<file path="src/rtl/todc_pkg.sv">
`timescale 1ns / 1ps
// ----------------------------------------------------------------------------
// Time-of-day clock package
// Shared types, constants and codes for the time-of-day clock with
// periodic triggers.
// ----------------------------------------------------------------------------
package todc_pkg;

  // Tenth-second ticks that make up one second.
  localparam int TICKS_PER_SECOND = 10;
  localparam int TENTHS_W = (TICKS_PER_SECOND > 1) ? $clog2(TICKS_PER_SECOND) : 1;

  localparam int HOUR_W   = 5;
  localparam int MINUTE_W = 6;
  localparam int SECOND_W = 6;
  localparam int VALUE_W  = 6;

  localparam logic [HOUR_W-1:0]   HOUR_LAST   = HOUR_W'(23);
  localparam logic [MINUTE_W-1:0] MINUTE_LAST = MINUTE_W'(59);
  localparam logic [SECOND_W-1:0] SECOND_LAST = SECOND_W'(59);

  // Configuration registers.
  localparam int SEC_PERIOD_W = 12;
  localparam int MIN_PERIOD_W = 11;
  localparam int CFG_DATA_W   = 12;
  localparam int CFG_IDX_W    = 1;

  localparam logic [CFG_IDX_W-1:0] REG_SECOND_PERIOD = CFG_IDX_W'(0);
  localparam logic [CFG_IDX_W-1:0] REG_MINUTE_PERIOD = CFG_IDX_W'(1);

  localparam logic [SEC_PERIOD_W-1:0] SEC_PERIOD_RESET = SEC_PERIOD_W'(60);
  localparam logic [MIN_PERIOD_W-1:0] MIN_PERIOD_RESET = MIN_PERIOD_W'(1);

  // Width of the shared remainder unit: covers second-of-hour (up to 3599)
  // and the widest period register.
  localparam int DIV_W = 12;
  localparam int DIV_CNT_W = $clog2(DIV_W + 1);

  typedef enum logic [1:0] {
    OP_TICK       = 2'd0,
    OP_SET_HOUR   = 2'd1,
    OP_SET_MINUTE = 2'd2,
    OP_SET_SECOND = 2'd3
  } op_t;

  typedef struct packed {
    op_t                 operation;
    logic [VALUE_W-1:0]  value;
  } in_word_t;

  typedef struct packed {
    logic [HOUR_W-1:0]   hour;
    logic [MINUTE_W-1:0] minute;
    logic [SECOND_W-1:0] second;
    logic                second_fire;
    logic                minute_fire;
  } out_word_t;

  typedef struct packed {
    logic [HOUR_W-1:0]   hour;
    logic [MINUTE_W-1:0] minute;
    logic [SECOND_W-1:0] second;
  } time_t;

  typedef struct packed {
    logic               start;
    logic [DIV_W-1:0]   dividend;
    logic [DIV_W-1:0]   divisor;
  } rem_ctrl_t;

  typedef struct packed {
    logic busy;
    logic zero;
  } rem_stat_t;

  typedef enum logic [2:0] {
    S_IDLE,
    S_SEC_START,
    S_SEC_WAIT,
    S_MIN_START,
    S_MIN_WAIT,
    S_DONE
  } state_t;

endpackage

</file>
<file path="src/rtl/todc_rem.sv">
`timescale 1ns / 1ps
// ----------------------------------------------------------------------------
// Shared remainder unit
// Restoring division, one quotient bit per cycle; reports whether the
// remainder is zero.
// ----------------------------------------------------------------------------
module todc_rem
  import todc_pkg::*;
(
  input  logic      clk,
  input  logic      rst,
  input  rem_ctrl_t ctrl,
  output rem_stat_t stat
);

  logic [DIV_W-1:0]     rem;
  logic [DIV_W-1:0]     dvd;
  logic [DIV_W-1:0]     dvs;
  logic [DIV_CNT_W-1:0] cnt;
  logic                 busy;
  logic [DIV_W:0]       trial;
  logic [DIV_W:0]       diff;
  logic [DIV_W-1:0]     rem_next;

  always_comb begin
    trial = {rem, dvd[DIV_W-1]};
    diff  = trial - {1'b0, dvs};
    // Remainder stays below the divisor, so it fits back in DIV_W bits.
    rem_next = diff[DIV_W] ? trial[DIV_W-1:0] : diff[DIV_W-1:0];
  end

  always_ff @(posedge clk) begin
    if (rst) begin
      busy <= 1'b0;
      cnt  <= '0;
    end else if (ctrl.start) begin
      busy <= 1'b1;
      cnt  <= DIV_CNT_W'(DIV_W);
      rem  <= '0;
      dvd  <= ctrl.dividend;
      dvs  <= ctrl.divisor;
    end else if (busy) begin
      rem  <= rem_next;
      dvd  <= {dvd[DIV_W-2:0], 1'b0};
      cnt  <= cnt - DIV_CNT_W'(1);
      busy <= (cnt != DIV_CNT_W'(1));
    end
  end

  assign stat.busy = busy;
  assign stat.zero = (rem == '0);

  a_start_busy: assert property (@(posedge clk) disable iff (rst)
    ctrl.start |=> busy) else $error("remainder unit did not start");

  a_last_step: assert property (@(posedge clk) disable iff (rst)
    (busy && !ctrl.start && cnt == DIV_CNT_W'(1)) |=> !busy)
    else $error("remainder unit ran past its last step");

endmodule

</file>
<file path="src/rtl/todc_time.sv">
`timescale 1ns / 1ps
// ----------------------------------------------------------------------------
// Time-of-day counters
// Tenths, seconds, minutes and hours with tick carry and set operations.
// ----------------------------------------------------------------------------
module todc_time
  import todc_pkg::*;
(
  input  logic     clk,
  input  logic     rst,
  input  logic     update,
  input  in_word_t word,
  output time_t    now
);

  logic [TENTHS_W-1:0] tenths;
  logic [TENTHS_W-1:0] tenths_next;
  time_t               cur;
  time_t               cur_next;

  always_comb begin
    tenths_next = tenths;
    cur_next    = cur;
    case (word.operation)
      OP_TICK: begin
        if (tenths == TENTHS_W'(TICKS_PER_SECOND - 1)) begin
          tenths_next = '0;
          if (cur.second == SECOND_LAST) begin
            cur_next.second = '0;
            if (cur.minute == MINUTE_LAST) begin
              cur_next.minute = '0;
              cur_next.hour = (cur.hour == HOUR_LAST) ? '0 : cur.hour + HOUR_W'(1);
            end else begin
              cur_next.minute = cur.minute + MINUTE_W'(1);
            end
          end else begin
            cur_next.second = cur.second + SECOND_W'(1);
          end
        end else begin
          tenths_next = tenths + TENTHS_W'(1);
        end
      end
      OP_SET_HOUR: begin
        // Out-of-range values leave the time unchanged.
        if (word.value <= VALUE_W'(HOUR_LAST)) begin
          cur_next.hour = word.value[HOUR_W-1:0];
        end
      end
      OP_SET_MINUTE: begin
        if (word.value <= MINUTE_LAST) begin
          cur_next.minute = word.value;
        end
      end
      OP_SET_SECOND: begin
        if (word.value <= SECOND_LAST) begin
          cur_next.second = word.value;
        end
      end
      default: begin
        cur_next = cur;
      end
    endcase
  end

  always_ff @(posedge clk) begin
    if (rst) begin
      tenths <= '0;
      cur    <= '0;
    end else if (update) begin
      tenths <= tenths_next;
      cur    <= cur_next;
    end
  end

  assign now = cur;

endmodule

</file>
<file path="src/rtl/time_of_day_clock_periodic_trigger_top.sv">
`timescale 1ns / 1ps
// ----------------------------------------------------------------------------
// Time-of-day clock with periodic triggers
// Keeps hours, minutes, seconds and tenths, and raises one-shot triggers
// when the second of the hour or the minute of the day hits a multiple of
// a configured period.
// ----------------------------------------------------------------------------
// Usage:
// The input channel (in_valid, in_stall, in_data) carries one word per
// item: a tenth-second tick or a set of the hour, minute or second. The
// output channel (out_valid, out_stall, out_data) returns exactly one word
// per item with the time after that item and the two trigger flags.
// The configuration port (cfg_write, cfg_index, cfg_data) writes
// second_period (index 0) and minute_period (index 1); write them only
// while no item is in flight.
// The block takes no new item until the result of the last one is loaded
// into the output register. Each item runs the single shared remainder
// unit twice, once for the seconds trigger and once for minutes; the unit
// resolves one quotient bit per cycle (12 bits).
// Reset (rst, synchronous) clears the time to 00:00:00.0, clears both
// trigger flags, sets second_period to 60 and minute_period to 1, and
// empties the output register. While out_stall holds a finished word,
// the block still accepts and works on the next item, and then waits to
// load its result until the output register is free.
// ----------------------------------------------------------------------------
module time_of_day_clock_periodic_trigger_top
  import todc_pkg::*;
(
  input  logic                  clk,
  input  logic                  rst,
  input  logic                  in_valid,
  output logic                  in_stall,
  input  in_word_t              in_data,
  output logic                  out_valid,
  input  logic                  out_stall,
  output out_word_t             out_data,
  input  logic                  cfg_write,
  input  logic [CFG_IDX_W-1:0]  cfg_index,
  input  logic [CFG_DATA_W-1:0] cfg_data
);

  state_t                  state;
  state_t                  state_next;
  logic [SEC_PERIOD_W-1:0] second_period;
  logic [MIN_PERIOD_W-1:0] minute_period;
  logic                    second_done;
  logic                    minute_done;
  logic                    sec_zero;
  logic                    min_zero;
  logic                    in_accept;
  logic                    load_out;
  time_t                   now;
  rem_ctrl_t               rem_ctrl;
  rem_stat_t               rem_stat;
  logic [DIV_W-1:0]        sec_of_hour;
  logic [DIV_W-1:0]        min_of_day;
  logic [DIV_W-1:0]        sec_divisor;
  logic [DIV_W-1:0]        min_divisor;

  assign in_accept = in_valid && !in_stall;

  // Time counters advance at the edge where the item is accepted.
  todc_time u_time (
    .clk    (clk),
    .rst    (rst),
    .update (in_accept),
    .word   (in_data),
    .now    (now)
  );

  todc_rem u_rem (
    .clk  (clk),
    .rst  (rst),
    .ctrl (rem_ctrl),
    .stat (rem_stat)
  );

  // Times 60 done as (x << 6) - (x << 2).
  assign sec_of_hour = (DIV_W'(now.minute) << 6) - (DIV_W'(now.minute) << 2)
                     + DIV_W'(now.second);
  assign min_of_day  = (DIV_W'(now.hour) << 6) - (DIV_W'(now.hour) << 2)
                     + DIV_W'(now.minute);

  // A period of zero behaves as a period of one.
  assign sec_divisor = (second_period == '0) ? DIV_W'(1) : DIV_W'(second_period);
  assign min_divisor = (minute_period == '0) ? DIV_W'(1) : DIV_W'(minute_period);

  always_ff @(posedge clk) begin
    if (rst) begin
      second_period <= SEC_PERIOD_RESET;
      minute_period <= MIN_PERIOD_RESET;
    end else if (cfg_write) begin
      case (cfg_index)
        REG_SECOND_PERIOD: second_period <= cfg_data[SEC_PERIOD_W-1:0];
        REG_MINUTE_PERIOD: minute_period <= cfg_data[MIN_PERIOD_W-1:0];
        default: begin
          second_period <= second_period;
        end
      endcase
    end
  end

  // Sequencer: run the remainder unit for seconds, then minutes, then
  // hand the word to the output register.
  always_comb begin
    state_next        = state;
    rem_ctrl.start    = 1'b0;
    rem_ctrl.dividend = sec_of_hour;
    rem_ctrl.divisor  = sec_divisor;
    in_stall          = 1'b1;
    load_out          = 1'b0;
    case (state)
      S_IDLE: begin
        in_stall = 1'b0;
        if (in_valid) begin
          state_next = S_SEC_START;
        end
      end
      S_SEC_START: begin
        rem_ctrl.start = 1'b1;
        state_next     = S_SEC_WAIT;
      end
      S_SEC_WAIT: begin
        if (!rem_stat.busy) begin
          state_next = S_MIN_START;
        end
      end
      S_MIN_START: begin
        rem_ctrl.start    = 1'b1;
        rem_ctrl.dividend = min_of_day;
        rem_ctrl.divisor  = min_divisor;
        state_next        = S_MIN_WAIT;
      end
      S_MIN_WAIT: begin
        if (!rem_stat.busy) begin
          state_next = S_DONE;
        end
      end
      S_DONE: begin
        if (!out_valid || !out_stall) begin
          load_out   = 1'b1;
          state_next = S_IDLE;
        end
      end
      default: begin
        state_next = S_IDLE;
      end
    endcase
  end

  always_ff @(posedge clk) begin
    if (rst) begin
      state <= S_IDLE;
    end else begin
      state <= state_next;
    end
  end

  // Capture each remainder result once the unit has finished.
  always_ff @(posedge clk) begin
    if (state == S_SEC_WAIT && !rem_stat.busy) begin
      sec_zero <= rem_stat.zero;
    end
    if (state == S_MIN_WAIT && !rem_stat.busy) begin
      min_zero <= rem_stat.zero;
    end
  end

  // A trigger fires on a zero residue while its flag is clear; the flag
  // then follows the residue, so it re-arms on the first nonzero residue.
  always_ff @(posedge clk) begin
    if (rst) begin
      second_done <= 1'b0;
      minute_done <= 1'b0;
    end else if (load_out) begin
      second_done <= sec_zero;
      minute_done <= min_zero;
    end
  end

  always_ff @(posedge clk) begin
    if (rst) begin
      out_valid <= 1'b0;
    end else if (load_out) begin
      out_valid <= 1'b1;
    end else if (!out_stall) begin
      out_valid <= 1'b0;
    end
  end

  always_ff @(posedge clk) begin
    if (load_out) begin
      out_data.hour        <= now.hour;
      out_data.minute      <= now.minute;
      out_data.second      <= now.second;
      out_data.second_fire <= sec_zero && !second_done;
      out_data.minute_fire <= min_zero && !minute_done;
    end
  end

  a_busy_after_accept: assert property (@(posedge clk) disable iff (rst)
    in_accept |=> in_stall) else $error("new word taken while one is in flight");

  a_sec_fire_sets_done: assert property (@(posedge clk) disable iff (rst)
    (out_valid && out_data.second_fire) |-> second_done)
    else $error("seconds trigger fired without setting its flag");

  a_min_fire_sets_done: assert property (@(posedge clk) disable iff (rst)
    (out_valid && out_data.minute_fire) |-> minute_done)
    else $error("minutes trigger fired without setting its flag");

endmodule

</file>
<file path="config.mk">
export PLATFORM = sky130hd
export DESIGN_NAME = time_of_day_clock_periodic_trigger_top
export DESIGN_NICKNAME = d
export VERILOG_FILES = /design/src/rtl/todc_pkg.sv /design/src/rtl/todc_rem.sv /design/src/rtl/todc_time.sv /design/src/rtl/time_of_day_clock_periodic_trigger_top.sv
export SDC_FILE = /design/constraint.sdc
export NUM_CORES = 1
export LEC_CHECK = 0
export ABC_CLOCK_PERIOD_IN_PS = 2600
export BUFFER_PORTS_ARGS = -buffer_cell sky130_fd_sc_hd__buf_2
export CAP_MARGIN = 20
export CORE_ASPECT_RATIO = 1.5
export CORE_MARGIN = 5
export CORE_UTILIZATION = 56
export CTS_BUF_LIST = sky130_fd_sc_hd__clkbuf_8
export CTS_CLUSTER_DIAMETER = 150
export CTS_CLUSTER_SIZE = 14
export DETAILED_ROUTE_END_ITERATION = 8
export HOLD_SLACK_MARGIN = 0.03
export MAX_ROUTING_LAYER = met4
export PLACE_DENSITY_LB_ADDON = 0.3
export SETUP_SLACK_MARGIN = 0.3
export SLEW_MARGIN = 40
export SYNTH_ARGS = -nofsm -noshare
export SYNTH_HDL_FRONTEND = slang
export SYNTH_SLANG_ARGS = --single-unit
export TNS_END_PERCENT = 50
</file>
<file path="constraint.sdc">
create_clock -name clk -period 2.6 [get_ports clk]
set_clock_uncertainty 0.05 [all_clocks]
set_input_delay 0.13 -clock clk [delete_from_list [all_inputs] [get_ports clk]]
set_output_delay 0.13 -clock clk [all_outputs]
set_load 0.01 [all_outputs]
</file>
# Yosys cells after proc, flatten, opt, wreduce, memory -nomap -nowiden
# Index checks and enable logic that the tools add are counted.
dict set report word_totals {
  regBits 112
  input_bits 26
}
dict set report op_classes {
  add_sub_neg 10
  n_lt_le_gt_ge 2
  n_eq_ne 24
  n_mux 34
  n_bitwise 2
  n_reduce_logical 31
}
# operator n
set op_table {}
lappend op_table {{$mux 12} 5}
lappend op_table {{$add 12x6->12} 2}
lappend op_table {{$logic_not 12->1} 2}
lappend op_table {{$mux 24} 1}
lappend op_table {{$pmux 6 s2} 2}
lappend op_table {{$mux 11} 2}
lappend op_table {{$mux 6} 3}
lappend op_table {{$pmux 3 s6} 1}
lappend op_table {{$mux 17} 1}
lappend op_table {{$mux 5} 3}
lappend op_table {{$ne 2x1->1 const B} 7}
lappend op_table {{$sub 13x12->13} 1}
lappend op_table {{$add 6x1->6 const B} 2}
lappend op_table {{$eq 6x6->1 const B} 2}
lappend op_table {{$mux 3} 4}
lappend op_table {{$mux 4} 3}
lappend op_table {{$sub 11x7->12} 1}
lappend op_table {{$sub 12x8->12} 1}
lappend op_table {{$logic_not 11->1} 1}
lappend op_table {{$pmux 5 s2} 1}
lappend op_table {{$reduce_and 2->1} 5}
lappend op_table {{$mux 1} 8}
lappend op_table {{$ne 2x2->1 const B} 4}
lappend op_table {{$reduce_and 4->1} 2}
lappend op_table {{other kinds (23)} 39}

# Logic depth before layout (Yosys ltp)
# Gate-level depths: netlist (run 1).
dict set report depth {
  word_depth 6
  ltp_mapped 11
}

# Modules after synthesis
# From an unflattened synthesis (run 1), not the netlist that was laid out.
dict set report hier_totals {
  hier_cells 641
  area_unflattened_um2 6208.5
}
# mod instances cells_per_inst area_each_um2
set by_module_without_submodules {}
lappend by_module_without_submodules {time_of_day_clock_periodic_trigger_top 1 272 2553.7}
lappend by_module_without_submodules {todc_rem 1 208 2326.0}
lappend by_module_without_submodules {todc_time 1 161 1328.8}

# Worst setup path after synthesis (run 1)
# No wires, ideal clock.
dict set report synth_timing {
  kind {reg-to-reg}
  startpoint {reg u_rem.dvd[11]}
  endpoint {reg u_rem.rem[9] (data pin)}
  setup_time_ps 263
  t_arrival_ps 2228
  required_time_ps 2287
  path_slack_ps 59
  path_stages_with_launch 12
  n_path_buf 1
  period_less_slack_ps 2541
  path_cell_list {edfxtp_1 > inv_1 > ha_1 > inv_1 > fa_1 > a21oi_1 > o211ai_1 > a211o_1 > and3_1 > buf_6 > o211ai_2 > o41ai_2}
}
dict set report synth_between {
  elab_chain_len 3
}
# element line
set synth_lines {}
lappend synth_lines {{start: declaration} todc_rem.sv:17} ;# logic [DIV_W-1:0] dvd;
lappend synth_lines {{start signal: assignment} todc_rem.sv:40} ;# dvd <= ctrl.dividend;
lappend synth_lines {{start signal: assignment} todc_rem.sv:44} ;# dvd <= {dvd[DIV_W-2:0], 1'b0};
lappend synth_lines {{$sub 13x12->13} todc_rem.sv:27} ;# diff = trial - {1'b0, dvs};
lappend synth_lines {{$mux 12} todc_rem.sv:29} ;# rem_next = diff[DIV_W] ? trial[DIV_W-1:0] : diff[DIV_W-1:0];
lappend synth_lines {{$mux 12} todc_rem.sv:42} ;# end else if (busy) begin
lappend synth_lines {{end signal: assignment} todc_rem.sv:43} ;# rem <= rem_next;
lappend synth_lines {{end: declaration} todc_rem.sv:16} ;# logic [DIV_W-1:0] rem;
# No other way between the ends. The select of a mux whose other input is x is not followed.
# A chain may end at the register's enable or synchronous reset.

# Worst setup path in the final report (run 1)
dict set report layout_timing {
  startpoint {reg u_rem.dvd[11]}
  endpoint {reg u_rem.rem[2] (data pin)}
}
# Same word-level chain as after synthesis.

==> impl_metrics.toml, run 1 <==
[run_status]
status = "finished clean"

[final_layout]
fin_area_um2 = 7170
final_common_cell = "nand2_1"
nets = 782
drive_above_1_share = 0.214
final_cell_mix = "84 x nand2_1, 57 x edfxtp_1, 54 x a21oi_1, 48 x dfxtp_1, 46 x buf_2"
antenna-diode-count = 0
area_delta_synth_final_pct = 17.2

[floorplanning]
start_util = 0.575
coreArea_um2 = 10600
rows = 46
die_height_um = 138
die_w_um = 95.4
dieArea_um2 = 13200
ios = 47

[grt]
overflow = 0
grt_pass1_wl_um = 24300
antenna_found_initial = 0
grt_pass1_vias = 5206
track_usage = 0.241
grt_max_degree = 31

[critical_path]
worstSetupPathType = "flip-flop to flip-flop"
slowest_stage = "a211o_2"
path_buf_inv = 3
cp_slowest_stage_delay_ns = 0.43
start_kind = "flip-flop"
path_cells = "inv_2 -> ha_4 -> inv_2 -> fa_2 -> a21oi_2 -> o211ai_1 -> a211o_2 -> a21o_4 -> buf_4 -> a21oi_2 -> nor3_1"
arrival_ns = 2.59
required_ns = 2.68
crit_path_end_kind = "flip-flop"
crit_fanout = 6
path_depth = 11
path_delay_family = "compound AO/OA/AOI/OAI gates"
reg2regPathDepth = 11

[clocking]
clockBufferDepth = 2
tritoncts = "done"
clock_latency_ns = 0.38
clock_tree.root_cell = "clkbuf_8"
clk_pin_slew_ns = 0.11
cts_sinks = 112
cts_buffers = 9
htreeDepth = 3

[sta]
period_minus_slack_ns = 2.51
relSlewSlack = 0.583
drv_slew = 0
clock.fmax_mhz = 399
finalCritPeriodShare = 0.965
whs_ns = 0.0921
hold_viol_final = 0
setup_viol_count_final = 0
rsz0062_at_grt = "yes"
tightest_slew_ns = 0.625

[detailed_routing]
first_iter_violations = 287
wl_per_cell_um = 17.4
wl_um = 15200
dr.pass1.iters = 5
drtAntennaViolNets = 0
avgViaCountPerCell = 5.94
drc = 0
vias = 5180

[hold_path]
hold_class = "input pin to flip-flop"
min_path_cells = 4

[logic_synthesis]
synth-edff-count = 57
yosysUniqueCellTypes = 63
synth_area_um2 = 6120
ys.flop_type = "edfxtp_1"
syn_area_per_cell_um2 = 9.43
synthesis.nets = 708
synth_top_area_cell = "edfxtp_1"
yosysSeqAreaShare = 0.460
yosysWarnings = 0
synth_top_area_frac = 0.280
synthCells = 649
ys_seq_elements = 112
synthTopCellsByArea = "edfxtp_1 28%, dfxtp_1 18%, ha_1 6.5%, nand2_1 5.2%, a21oi_1 5.0%"
async_reset_ff_frac = 0

[placed_design]
io_buffer_count = 46
dpl_cell_area_um2 = 6640
dp_hpwl_um = 11200
gp_congestion = 0.930

[job]
maxCapViolations = 0

[power]
max-vdd-ir-drop_mv = 0.357
powerDensity_nw_per_um2 = 652
leakagePower_nw = 2.76
-- cells by family after synthesis --
kind of cell / Yosys count / share of synthesized area
flip-flops: 112 / 0.460
XOR/XNOR: 26 / 0.0372
multiplexers: 21 / 0.0368
adder cells (fa/ha/maj): 33 / 0.0687
AO/OA/AOI/OAI: 173 / 0.181
AND/OR/NAND/NOR: 218 / 0.172
buffers and inverters: 66 / 0.0444
-- per-stage QoR --
step | utilization | setup TNS (ns) | total power [W] | worst slack, ns | std cells
finish | 0.674 | 0 | 0.00468 | 0.0913 | 872
global route | 0.674 | -0.0194 | 0.00496 | -0.00805 | 872
CTS | 0.659 | 0 | 0.00460 | 0.139 | 870
detailed placement | 0.623 | -0.0133 | 0.00356 | -0.0133 | 834
global placement | 0.623 | 0 | 0.00351 | 0.121 | 834
floorplan | - | 0 | 0.00321 | 0.192 | 649
-- worst paths after layout --
path	startpoint	end	slack, ns
min reg2reg	second_period[0]	second_period[0]	0.42
max reg2reg	u_rem.dvd[11]	u_rem.rem[2]	0.09
min	in_data[2]	u_time.now[2]	0.09
max	u_rem.dvd[11]	u_rem.rem[2]	0.09
-- layout make-up --
cell class	count	area, um^2
Multi-Input combinational cell	473	3230
Tap cell	144	180
Clock buffer	9	124
Clock inverter	7	57.6
Sequential cell	112	2820
Inverter	36	139
Fill cell	863	3470
Timing Repair Buffer	91	617
-- report_power, final --
| group | internal, W | switching, W | leakage [nW] |
|---|---|---|---|
| logic | 0.000678 | 0.000847 | 1.70 |
| registers | 0.00205 | 0.000126 | 0.970 |
| clock network | 0.000361 | 0.000611 | 0.0960 |
-- metal layers --
metal	vias to the layer above	global-route usage	wire, um
met2	138	0.422	8230
met1	2481	0.248	5480
met5	-	-	0
li1	2505	-	-
met3	56	0.0364	583
met4	0	0.138	917
-- repair_timing --
item	in CTS	in global routing
setup endpoints to repair	15	21
gates cloned	2	0
pin swaps	6	14
setup buffers	5	2
resized for setup	8	35
endpoints found under the hold margin	24	0
hold buffers	13	0
-- worst min-delay path, cell delays in order --
cell and delay, ns:
buf_2 0.14, nand2_1 0.06, a21o_1 0.10, a21oi_1 0.05
-- synthesized netlist by cell type, types with 3 or more instances --
master	number
o21a_1	7
nand2_1	85
mux2_2	12
nand3b_1	7
buf_2	7
a211oi_1	11
a21oi_1	61
or3_1	3
o21ai_0	37
nor3_1	18
ha_1	32
a31oi_1	6
dfxtp_1	55
nand3_1	18
clkbuf_1	18
nor4_1	11
nor2_1	36
xnor2_1	15
nand2b_1	7
a211oi_2	3
a21o_1	11
nor2b_1	11
inv_1	35
o22a_1	3
o31ai_1	4
a41oi_1	3
and2_1	4
o211ai_1	3
xor2_1	11
edfxtp_1	57
a22oi_1	5
and3_1	4
mux2i_1	9
nand4_1	5
-- registers in the layout, summed over array words and instances, names as in the netlist --
signal / count
second_period: 12
u_time.now: 17
second_done: 1
u_rem.rem: 12
u_rem.busy: 1
u_rem.cnt: 4
min_zero: 1
state: 3
out_data: 19
minute_done: 1
u_time.tenths: 4
out_valid: 1
u_rem.dvs: 12
minute_period: 11
sec_zero: 1
u_rem.dvd: 12
No activity file was read; power rests on OpenSTA's default activity.
==> run 2: changes to the inputs <==
Settings changed: CORE_UTILIZATION 56 to 49, CTS_CLUSTER_SIZE 14 to 16, SETUP_SLACK_MARGIN 0.3 to 0.05.
==> run 2 against run 1 <==
  * Non-clock buffer count down 5
  * Global-route usage down 3.2 points
  * Die area is 13% higher
  * Flip-flop and latch count unchanged
  * Largest cell class unchanged
  * Highest routed layer unchanged
==> impl_metrics.toml, run 2 (synthesis results as in run 1) <==
[grt]
use_met3 = 0.0318
grt_pass1_wl_um = 24200
track_usage = 0.208
busiest_layer = "met2"
grtUsageMet1 = 0.230
overflow = 0
grtUsageMet2 = 0.363
grt_pass1_vias = 5052
grt_max_degree = 38
antenna_found_initial = 0

[floorplanning]
coreArea_um2 = 12400
die_w_um = 101
ios = 47
start_util = 0.494
rows = 50
dieArea_um2 = 14900
die_height_um = 147

[final_layout]
final_cell_mix = "85 x nand2_1, 59 x a21oi_1, 57 x edfxtp_1, 55 x dfxtp_1, 46 x buf_2"
final_common_cell = "nand2_1"
multiInputGateArea_um2 = 3130
fin_area_um2 = 7030
nets = 777
drive_above_1_share = 0.177
stdcell_count = 879
largest_reg_flops = 19
antenna-diode-count = 0
n_fill_cell = 1108
regMostFlops = "out_data"
area_delta_synth_final_pct = 14.8
utilization = 0.567
register_area_um2 = 2810

[power]
combPwrFrac = 0.307
leakagePower_nw = 2.72
seqPwrFrac = 0.471
power_frac_clock = 0.222
switching_share = 0.329
p_total_w = 0.00464
intPower_w = 0.00311
p_switching_w = 0.00153
max-vdd-ir-drop_mv = 0.288
powerDensity_nw_per_um2 = 660

[critical_path]
crit_path_end_kind = "flip-flop"
start_kind = "flip-flop"
worstSetupPathType = "flip-flop to flip-flop"
path_delay_family = "compound AO/OA/AOI/OAI gates"
reg2regPathDepth = 10
cp_slowest_stage_delay_ns = 0.43
arrival_ns = 2.62
path_cells = "inv_2 -> ha_4 -> inv_2 -> fa_2 -> a21oi_2 -> o211ai_1 -> a211o_1 -> and3_4 -> nor3_2 -> nor3_2"
slowest_stage = "a211o_1"
path_depth = 10
path_buf_inv = 2
required_ns = 2.68
crit_fanout = 6

[clocking]
clockBufferDepth = 2
clock_tree.root_cell = "clkbuf_8"
tritoncts = "done"
clk_pin_slew_ns = 0.10
clock_latency_ns = 0.37
cts_sinks = 112
htreeDepth = 3
cts_buffers = 9

[sta]
rsz0062_at_grt = "yes"
tightest_slew_ns = 0.712
period_minus_slack_ns = 2.54
drv_slew = 0
hold_viol_final = 0
finalCritPeriodShare = 0.979
relSlewSlack = 0.524
setup_viol_count_final = 0
clock.fmax_mhz = 393

[detailed_routing]
wl_per_cell_um = 17.1
drc = 0
drtAntennaViolNets = 0
avgViaCountPerCell = 5.82
vias = 5117
dr.pass1.iters = 6
wl_um = 15000
first_iter_violations = 325

[placed_design]
io_buffer_count = 46
dpl_cell_area_um2 = 6600
gp_congestion = 0.923
dp_hpwl_um = 11000
place_inst = 845

[hold_path]
min_path_cells = 4
hold_class = "input pin to flip-flop"

[run_status]
status = "finished clean"

[job]
maxCapViolations = 0
-- run 2: power groups by stage --
stage / Clock [W] / Combinational (W) / Sequential (W)
after floorplan: 0 / 0.00101 / 0.00217
after detailed placement: 0 / 0.00131 / 0.00222
after CTS: 0.00105 / 0.00135 / 0.00218
after global placement: 0 / 0.00127 / 0.00221
after global routing: 0.00113 / 0.00156 / 0.00220
final: 0.00103 / 0.00142 / 0.00219
-- run 2: metal layers --
metal,wire length [um],share of wire
met5,0,0
met4,638,0.042
met1,5860,0.39
met3,546,0.036
met2,8000,0.53
-- run 2: repair_timing --
action / 4_1_cts / 5_1_grt
endpoints found under the setup margin: 12 / 13
setup buffers: 0 / 2
hold buffers: 13 / 0
endpoints found under the hold margin: 24 / 0
gates cloned: 0 / 3
pin swaps: 0 / 11
resized for setup: 5 / 21
-- run 2: worst register-to-register path, cell delays in order, from the launching register on --
cell and delay (ns):
edfxtp_1 0.39, inv_2 0.09, ha_4 0.13, inv_2 0.04, fa_2 0.39, a21oi_2 0.16
o211ai_1 0.11, a211o_1 0.43, and3_4 0.26, nor3_2 0.19, nor3_2 0.06
-- run 2: final timing paths --
check | start | to | slack, ns
hold / removal | in_data[2] | u_time.now[2] | 0.09
setup reg to reg | u_rem.dvd[11] | u_rem.rem[2] | 0.06
setup / recovery | u_rem.dvd[11] | u_rem.rem[2] | 0.06
hold reg to reg | second_period[0] | second_period[0] | 0.43
-- run 2: per-stage QoR --
step                setup WS [ns]  setup TNS (ns)  hold slack (ns)
CTS                        0.0112               0           0.0729
floorplan                  0.0587               0            0.170
global route              -0.0426          -0.271            0.101
finish                     0.0558               0           0.0901
detailed placement        -0.0794          -0.354            0.320
global placement          0.00888               0            0.308
-- run 2: cell type report --
| class | instances | area share |
|---|---|---|
| multi-input combinational | 473 | 0.445 |
| sequential | 112 | 0.400 |
| timing repair buffer | 86 | 0.0807 |
| tap | 156 | 0.0278 |
| inverter | 36 | 0.0192 |
| clock buffer | 9 | 0.0176 |
| clock inverter | 7 | 0.00908 |
